**config.mk**
```make
export PLATFORM = sky130hd
export DESIGN_NAME = hvrt_ctrl
export DESIGN_NICKNAME = d
export VERILOG_FILES = /design/src/hw/rtl/hvrt_pkg.sv /design/src/hw/rtl/hvrt_ctrl.sv
export SDC_FILE = /design/constraint.sdc
export NUM_CORES = 1
export LEC_CHECK = 0
export ABC_AREA = 1
export BUFFER_PORTS_ARGS = -buffer_cell sky130_fd_sc_hd__buf_2
export CORE_ASPECT_RATIO = 0.9
export CORE_MARGIN = 4
export CORE_UTILIZATION = 40
export CTS_CLUSTER_SIZE = 40
export DETAILED_ROUTE_END_ITERATION = 7
export PLACE_DENSITY = 0.74
export SLEW_MARGIN = 25
export SYNTH_ARGS = -nofsm -noshare
export SYNTH_HDL_FRONTEND = slang
export SYNTH_SLANG_ARGS = --single-unit
export TNS_END_PERCENT = 1
```
**constraint.sdc**
```tcl
create_clock -name aclk -period 1.3 [get_ports aclk]
set_clock_uncertainty 0.05 [all_clocks]
set_input_delay 0.065 -clock aclk [delete_from_list [all_inputs] [get_ports aclk]]
set_output_delay 0.065 -clock aclk [all_outputs]
set_load 0.01 [all_outputs]
```
**src/hw/rtl/hvrt_pkg.sv**
```systemverilog
`default_nettype none
package hvrt_pkg;

    // Table geometry.
    localparam int INDEX_SLOTS       = 1024;
    localparam int ROW_CAPACITY      = 512;
    localparam int OVERFLOW_CAPACITY = 64;

    localparam int SLOT_BITS   = $clog2(INDEX_SLOTS);
    localparam int ROW_BITS    = $clog2(ROW_CAPACITY);
    localparam int ROW_CNT_W   = $clog2(ROW_CAPACITY + 1);
    localparam int SPILL_BITS  = $clog2(OVERFLOW_CAPACITY);
    localparam int SPILL_CNT_W = $clog2(OVERFLOW_CAPACITY + 1);

    // Memory word widths.
    localparam int IDX_W   = ROW_BITS + 1;
    localparam int REC_W   = 32 + 64 + 6;
    localparam int SPILL_W = 32 + 64;

    // Hash constants.
    localparam logic [63:0] MIX_MULT  = 64'hff51afd7ed558ccd;
    localparam int          MIX_SHIFT = 33;

    // Operation codes.
    localparam logic [2:0] OP_BEGIN      = 3'd0;
    localparam logic [2:0] OP_OBSERVE    = 3'd1;
    localparam logic [2:0] OP_SUBMITTED  = 3'd2;
    localparam logic [2:0] OP_GPU_CAND   = 3'd3;
    localparam logic [2:0] OP_FRUSTUM    = 3'd4;
    localparam logic [2:0] OP_READ_ROW   = 3'd5;
    localparam logic [2:0] OP_INVALIDATE = 3'd6;

    // Result status codes.
    localparam logic [2:0] STS_IGNORED   = 3'd0;
    localparam logic [2:0] STS_HIT       = 3'd1;
    localparam logic [2:0] STS_CREATED   = 3'd2;
    localparam logic [2:0] STS_ALREADY   = 3'd3;
    localparam logic [2:0] STS_OVF_REC   = 3'd4;
    localparam logic [2:0] STS_INEXACT   = 3'd5;
    localparam logic [2:0] STS_EXHAUSTED = 3'd6;

    // Record state and cause codes.
    localparam logic [2:0] VS_UNAVAIL = 3'd0;
    localparam logic [2:0] VS_OPAQUE  = 3'd1;
    localparam logic [2:0] VS_BLENDED = 3'd2;
    localparam logic [2:0] VS_FRUSTUM = 3'd3;
    localparam logic [2:0] VS_GPU     = 3'd5;

    // What the result row fields are taken from.
    localparam logic [1:0] KIND_NONE = 2'd0;
    localparam logic [1:0] KIND_KEY  = 2'd1;
    localparam logic [1:0] KIND_REC  = 2'd2;

    typedef struct packed {
        logic       capture;
        logic       mul_en;
        logic [1:0] mul_step;
        logic       hash_done;
        logic       idx_rd;
        logic       probe_next;
        logic       rec_rd_ptr;
        logic       rec_rd_idx;
        logic       spill_start;
        logic       spill_rd;
        logic       spill_next;
        logic       do_create;
        logic       do_update;
        logic       do_spill_add;
        logic       do_inexact;
        logic       do_begin;
        logic       do_inval;
        logic       clr_start;
        logic       clr_en;
        logic       load_out;
        logic [2:0] out_status;
        logic [1:0] out_kind;
    } hvrt_cmd_t;

    typedef struct packed {
        logic [2:0] op;
        logic       key_ok;
        logic       ridx_ok;
        logic       occ;
        logic       rec_match;
        logic       spill_match;
        logic       rows_full;
        logic       spill_more;
        logic       spill_full;
        logic       probe_last;
        logic       clr_last;
    } hvrt_sts_t;

    // New state and cause of a record for an operation that hit it.
    function automatic logic [5:0] next_sc(logic [2:0] op, logic transp, logic [5:0] sc);
        logic [5:0] r;
        r = sc;
        case (op)
            OP_SUBMITTED: begin
                r = transp ? {VS_BLENDED, VS_BLENDED} : {VS_OPAQUE, VS_OPAQUE};
            end
            OP_GPU_CAND: begin
                if (sc[2:0] == VS_UNAVAIL) r = {VS_GPU, VS_GPU};
            end
            OP_FRUSTUM: begin
                if (sc[2:0] != VS_OPAQUE && sc[2:0] != VS_BLENDED) r = {VS_FRUSTUM, VS_FRUSTUM};
            end
            default: begin
                r = sc;
            end
        endcase
        return r;
    endfunction

endpackage
`default_nettype wire

```
**src/hw/rtl/hvrt_ctrl.sv**
```systemverilog
`default_nettype none
module hvrt_ctrl (
    input  wire logic               aclk,
    input  wire logic               aresetn,
    input  wire logic               s_valid,
    output logic                    s_ready,
    output logic                    m_valid,
    input  wire logic               m_ready,
    input  wire hvrt_pkg::hvrt_sts_t sts,
    output hvrt_pkg::hvrt_cmd_t     cmd
);
    localparam logic [3:0] S_CLR  = 4'd0;
    localparam logic [3:0] S_IDLE = 4'd1;
    localparam logic [3:0] S_DEC  = 4'd2;
    localparam logic [3:0] S_H0   = 4'd3;
    localparam logic [3:0] S_H1   = 4'd4;
    localparam logic [3:0] S_H2   = 4'd5;
    localparam logic [3:0] S_H3   = 4'd6;
    localparam logic [3:0] S_H4   = 4'd7;
    localparam logic [3:0] S_PRD  = 4'd8;
    localparam logic [3:0] S_PCHK = 4'd9;
    localparam logic [3:0] S_RCHK = 4'd10;
    localparam logic [3:0] S_SPT  = 4'd11;
    localparam logic [3:0] S_SPC  = 4'd12;
    localparam logic [3:0] S_DONE = 4'd13;

    logic [3:0] state_reg, state_next;
    logic [2:0] res_status_reg, res_status_next;
    logic [1:0] res_kind_reg, res_kind_next;
    logic       clr_res_reg, clr_res_next;
    logic       m_valid_reg, m_valid_next;

    assign s_ready = (state_reg == S_IDLE);
    assign m_valid = m_valid_reg;

    // Sequencer: one transaction at a time through hash, probe and spill scan.
    always_comb begin
        cmd             = '0;
        state_next      = state_reg;
        res_status_next = res_status_reg;
        res_kind_next   = res_kind_reg;
        clr_res_next    = clr_res_reg;
        m_valid_next    = m_valid_reg && !m_ready;
        cmd.out_status  = res_status_reg;
        cmd.out_kind    = res_kind_reg;
        case (state_reg)
            S_CLR: begin
                cmd.clr_en = 1'b1;
                if (sts.clr_last) state_next = clr_res_reg ? S_DONE : S_IDLE;
            end
            S_IDLE: begin
                if (s_valid) begin
                    cmd.capture = 1'b1;
                    state_next  = S_DEC;
                end
            end
            S_DEC: begin
                res_status_next = hvrt_pkg::STS_IGNORED;
                res_kind_next   = hvrt_pkg::KIND_NONE;
                state_next      = S_DONE;
                case (sts.op)
                    hvrt_pkg::OP_BEGIN: begin
                        cmd.do_begin  = 1'b1;
                        cmd.clr_start = 1'b1;
                        clr_res_next  = 1'b1;
                        state_next    = S_CLR;
                    end
                    hvrt_pkg::OP_INVALIDATE: begin
                        cmd.do_inval  = 1'b1;
                        cmd.clr_start = 1'b1;
                        clr_res_next  = 1'b1;
                        state_next    = S_CLR;
                    end
                    hvrt_pkg::OP_READ_ROW: begin
                        if (sts.ridx_ok) begin
                            cmd.rec_rd_idx  = 1'b1;
                            res_status_next = hvrt_pkg::STS_HIT;
                            res_kind_next   = hvrt_pkg::KIND_REC;
                        end
                    end
                    hvrt_pkg::OP_OBSERVE, hvrt_pkg::OP_SUBMITTED,
                    hvrt_pkg::OP_GPU_CAND, hvrt_pkg::OP_FRUSTUM: begin
                        if (sts.key_ok) state_next = S_H0;
                    end
                    default: begin
                        state_next = S_DONE;
                    end
                endcase
            end
            S_H0: begin
                cmd.mul_en = 1'b1; cmd.mul_step = 2'd0; state_next = S_H1;
            end
            S_H1: begin
                cmd.mul_en = 1'b1; cmd.mul_step = 2'd1; state_next = S_H2;
            end
            S_H2: begin
                cmd.mul_en = 1'b1; cmd.mul_step = 2'd2; state_next = S_H3;
            end
            S_H3: begin
                cmd.mul_en = 1'b1; cmd.mul_step = 2'd3; state_next = S_H4;
            end
            S_H4: begin
                cmd.hash_done = 1'b1;
                state_next    = S_PRD;
            end
            S_PRD: begin
                cmd.idx_rd = 1'b1;
                state_next = S_PCHK;
            end
            S_PCHK: begin
                if (sts.occ) begin
                    cmd.rec_rd_ptr = 1'b1;
                    state_next     = S_RCHK;
                end else if (sts.op != hvrt_pkg::OP_OBSERVE) begin
                    res_status_next = hvrt_pkg::STS_IGNORED;
                    res_kind_next   = hvrt_pkg::KIND_NONE;
                    state_next      = S_DONE;
                end else if (sts.rows_full) begin
                    cmd.spill_start = 1'b1;
                    state_next      = S_SPT;
                end else begin
                    cmd.do_create   = 1'b1;
                    res_status_next = hvrt_pkg::STS_CREATED;
                    res_kind_next   = hvrt_pkg::KIND_KEY;
                    state_next      = S_DONE;
                end
            end
            S_RCHK: begin
                if (sts.rec_match) begin
                    cmd.do_update   = 1'b1;
                    res_status_next = hvrt_pkg::STS_HIT;
                    res_kind_next   = hvrt_pkg::KIND_REC;
                    state_next      = S_DONE;
                end else if (sts.probe_last) begin
                    res_status_next = hvrt_pkg::STS_EXHAUSTED;
                    res_kind_next   = hvrt_pkg::KIND_KEY;
                    state_next      = S_DONE;
                end else begin
                    cmd.probe_next = 1'b1;
                    state_next     = S_PRD;
                end
            end
            S_SPT: begin
                res_kind_next = hvrt_pkg::KIND_KEY;
                if (sts.spill_more) begin
                    cmd.spill_rd = 1'b1;
                    state_next   = S_SPC;
                end else if (!sts.spill_full) begin
                    cmd.do_spill_add = 1'b1;
                    res_status_next  = hvrt_pkg::STS_OVF_REC;
                    state_next       = S_DONE;
                end else begin
                    cmd.do_inexact  = 1'b1;
                    res_status_next = hvrt_pkg::STS_INEXACT;
                    state_next      = S_DONE;
                end
            end
            S_SPC: begin
                if (sts.spill_match) begin
                    res_status_next = hvrt_pkg::STS_ALREADY;
                    res_kind_next   = hvrt_pkg::KIND_KEY;
                    state_next      = S_DONE;
                end else begin
                    cmd.spill_next = 1'b1;
                    state_next     = S_SPT;
                end
            end
            S_DONE: begin
                if (!m_valid_reg || m_ready) begin
                    cmd.load_out = 1'b1;
                    m_valid_next = 1'b1;
                    state_next   = S_IDLE;
                end
            end
            default: begin
                state_next = S_IDLE;
            end
        endcase
    end

    // Control registers; reset starts the index clearing sweep.
    always_ff @(posedge aclk) begin
        if (!aresetn) begin
            state_reg      <= S_CLR;
            res_status_reg <= hvrt_pkg::STS_IGNORED;
            res_kind_reg   <= hvrt_pkg::KIND_NONE;
            clr_res_reg    <= 1'b0;
            m_valid_reg    <= 1'b0;
        end else begin
            state_reg      <= state_next;
            res_status_reg <= res_status_next;
            res_kind_reg   <= res_kind_next;
            clr_res_reg    <= clr_res_next;
            m_valid_reg    <= m_valid_next;
        end
    end
endmodule
`default_nettype wire

```
Word level (Yosys, flattened, before mapping)
Cells that the tools add are included.

Register bits: 11. Logic and storage cells: 120. Output and inout port bits: 28. Input bits: 17.

Muxes and demuxes: 74. Equality and inequality tests: 28. Reductions and logical operators: 13.

Operator list (count): $pmux W4 S14 (1); $mux W1 (40); $mux W3 (11); $mux W4 (8); $eq A4 B4 Y1 const B (6); $mux W2 (10); $eq A4 B3 Y1 const B (4); $pmux W3 S5 (1); $ne A2 B2 Y1 const B (6); $pmux W3 S4 (1); $pmux W2 S5 (1); $eq A3 B3 Y1 const B (3); $eq A4 B2 Y1 const B (2); $pmux W4 S2 (1); $eq A3 B2 Y1 const B (2); $ne A3 B3 Y1 const B (2); $reduce_and A6 Y1 (1); $reduce_and A5 Y1 (1); $reduce_bool A5 Y1 (1); $eq A4 B1 Y1 const B (1); $logic_not A4 Y1 (1); $reduce_or A4 Y1 (1); $eq A3 B1 Y1 const B (1); $logic_not A3 Y1 (1); other kinds (7) (8).

Depth between registers and ports, before layout
Depth in word-level cells: 4. Depth in mapped cells: 10. Gate-level depth less buffers: 10.

Least setup slack after synthesis
No wires, ideal clock.

Path type: register to register. Start point: register state_reg[0]. End point: register res_status_reg[1]. Slack: -0.068 ns. Arrival time: 1.205 ns. Path buffers: 0. Required time: 1.137 ns. Library setup time: 0.113 ns. Clock period less this slack: 1.368 ns. Cell stages (with the launch flop): 9. Cells stage by stage: dfxtp_1 > nor2_2 > nand2_4 > nor2_2 > nor2_2 > nand3b_4 > nand2_1 > nand2_1 > nor2_1.

Word-level cells in the longest chain between the ends: 3. Elaborated cells between the ends (all ways): 13. Those cells by class: eq/ne (10); mux (1); reduce/logical (2).

RTL lines: start, declared (RTL line hvrt_ctrl.sv:27) `logic [3:0] state_reg, state_next;`; start signal, assigned (RTL line hvrt_ctrl.sv:190) `state_reg <= state_next;`; $eq A4 B4 Y1 or $eq A4 B2 Y1 (tied branches) (RTL line hvrt_ctrl.sv:46) `case (state_reg)`; $ne A3 B3 Y1 (no line), or another cell as far along; $reduce_and A6 Y1 (no line); end signal, assigned (RTL line hvrt_ctrl.sv:185) `res_status_reg <= hvrt_pkg::STS_IGNORED;`; end signal, assigned (RTL line hvrt_ctrl.sv:191) `res_status_reg <= res_status_next;`; end, declared (RTL line hvrt_ctrl.sv:28) `logic [2:0] res_status_reg, res_status_next;`.

Parallel ways exist; a longest one is shown, timed or not. A chain may end at the register's enable or synchronous reset.

==> results.py <==
metrics = {
    "power_and_ir_drop": {
        "powerDensity_mw_per_mm2": 785,
        "vdd_drop_max_mv": 0.548,
        "leakagePower_nw": 0.958,
    },
    "place": {
        "placed_cells": 259,
        "dpl_cell_area_mm2": 0.00137,
        "io_buffer_count": 44,
        "dp_hpwl_mm": 2.31,
        "gp_congestion": 0.893,
        "place_ws_ns": -0.132,
    },
    "run_status": {
        "status": "finished, violations left",
        "violations": "negative setup slack",
    },
    "timing": {
        "slew_headroom_pct": 83.2,
        "tightest_slew_ns": 0.249,
        "hold_viol_final": 0,
        "setup_ws_ns": -0.247,
        "slew_violations": 0,
        "holdWs_ns": 0.0105,
        "finalCritPeriodShare_pct": 119,
        "setup_violations": 28,
        "fin_setup_tns_ns": -3.74,
        "min_period_ns": 1.55,
        "fmax_mhz": 646,
        "grt_setup_unrepaired": "true",
    },
    "detailed_routing": {
        "dr_total_vias": 1335,
        "drt_first_pass_iters": 4,
        "post_drt_wl_per_cell_um": 12.4,
        "wirelength_mm": 3.34,
        "avgViaCountPerCell": 4.96,
        "drtIter0Drc": 66,
        "antenna_left": 0,
        "route.detailed.drc": 0,
    },
    "critical_path": {
        "critical_path_class": "register to primary output",
        "startpoint_type": "register",
        "cp-end-kind": "primary output",
        "cp.arrival_ns": 1.43,
        "cp_max_fo": 4,
        "worstPathRequired_ns": 1.19,
        "rrSetupSlack_ns": -0.13,
    },
    "min_path": {
        "hp-class": "input pin to register",
    },
    "yosys": {
        "ys_seq_elements": 11,
        "synth.distinct_cells": 21,
        "synthTopCellsByArea": "dfxtp_1 23%, nand2_1 16%, nor2_1 13%",
        "avgSynthCellArea_um2": 5.69,
        "yosysWarnings": 0,
        "syn_area_um2": 962,
        "ys_seq_area_share_pct": 22.9,
        "syn_nets": 186,
        "syn_inst": 169,
        "yosys.area.top_type": "dfxtp_1",
        "synth_top_area_share_pct": 22.9,
    },
    "die": {
        "die_h_um": 54.5,
        "num_io_pins": 45,
        "core_mm2": 0.00224,
        "die_w_um": 59.7,
        "start_util_pct": 42.9,
        "rows": 16,
        "die_area_mm2": 0.00326,
    },
    "global_route": {
        "antenna_found_initial": 0,
        "globalRouteOverflowTotal": 0,
        "grt_start_max_net_pins": 7,
        "first_global_vias": 1093,
        "grt_usage_pct": 19.1,
        "grt_pass1_wl_mm": 4.67,
    },
    "cells_and_area": {
        "instances_no_fill": 269,
        "antenna_cells": 0,
        "final_cell_mix": "43 x buf_2, 36 x nand2_1, 26 x inv_1, 26 x buf_4, 24 x nor2_1",
        "stdcell_area_mm2": 0.00157,
        "syn2layout_area_growth_pct": 63.5,
        "largest_register_ff_count": 4,
        "layout_commonest_cell": "buf_2",
        "final_nets": 260,
        "drive_gt1_share_pct": 49.6,
        "fillCellCount": 177,
    },
    "clock_tree": {
        "clockBufferDepth": 2,
        "clk_latency_ns": 0.28,
        "clock_sinks": 11,
        "htree_num_levels": 1,
        "cts_buffers": 3,
        "cts_tree": "yes",
        "path_clk_slew_ns": 0.08,
        "root_buffer": "clkbuf_4",
        "cts_hold_buffers": 0,
    },
    "flow_run": {
        "maxCapViolCount": 0,
    },
}
repair_timing:
action | in CTS | in global routing
pin swaps | 4 | 6
setup endpoints to repair | 30 | 30
setup buffers | 3 | 3
hold endpoints to repair | 0 | 0
gates cloned | 0 | 0
gates resized for setup | 17 | 24
metal layers:
metal	GRT usage (%)	vias to the layer above	routed length (um)
met4	5.54	0	48
met2	32.4	49	1600
li1	-	678	-
met5	0	-	0
met3	4.72	9	224
met1	23.9	599	1470
cell type report:
class	count	area, um2	share of cell area [%]
clock buffers	4	26.3	1.67
repair buffers	69	410	26.1
multi-input cells	124	737	46.9
well taps	27	33.8	2.15
flip-flops and latches	11	235	15.0
inverters	34	130	8.27
logic make-up (layout without fill, tap and decap cells):
family	after synthesis	count (layout)	share of synthesized area (%)
buffers and inverters	34	107	13.3
AO/OA/AOI/OAI	8	8	4.68
AND/OR/NAND/NOR	116	116	59.2
flip-flops	11	11	22.9
worst max-delay path, cell delays in order, from the launching register on:
cell,delay [ns]
dfxtp_4,0.37
inv_2,0.06
nand2_4,0.08
nor2_4,0.14
inv_2,0.05
or2_4,0.24
nor2_2,0.09
buf_2,0.13
cells in the mapped netlist, drive strengths merged:
master and n:
nor3b 2, a21oi 6, nor2 40, o21bai 2, nand3 14, nor3 4
inv 33, nor4 2, nand3b 1, clkinv 1, or2 2, nand2 44
nand4 7, dfxtp 11
through the flow:
stage               total power, W  utilization [%]
finish                     0.00123             70.1
global route               0.00132             70.1
CTS                        0.00118             65.2
detailed placement        0.000913             61.1
global placement          0.000913             61.1
floorplan                 0.000713                -
worst paths after layout:
check | from | cells past startpoint | to
worst max-delay path | state_reg[2] | 7 | cmd[10]
worst min-delay path | m_ready | 4 | m_valid
worst max register to register | state_reg[2] | 10 | state_reg[2]
worst min register to register | clr_res_reg | 2 | clr_res_reg
report_power, final:
part           switching (W)  internal (W)
combinational       0.000326      0.000241
clock               0.000125      0.000119
sequential         0.0000487      0.000375
total               0.000500      0.000735
Note: power is estimated with default switching activity, not from simulation.
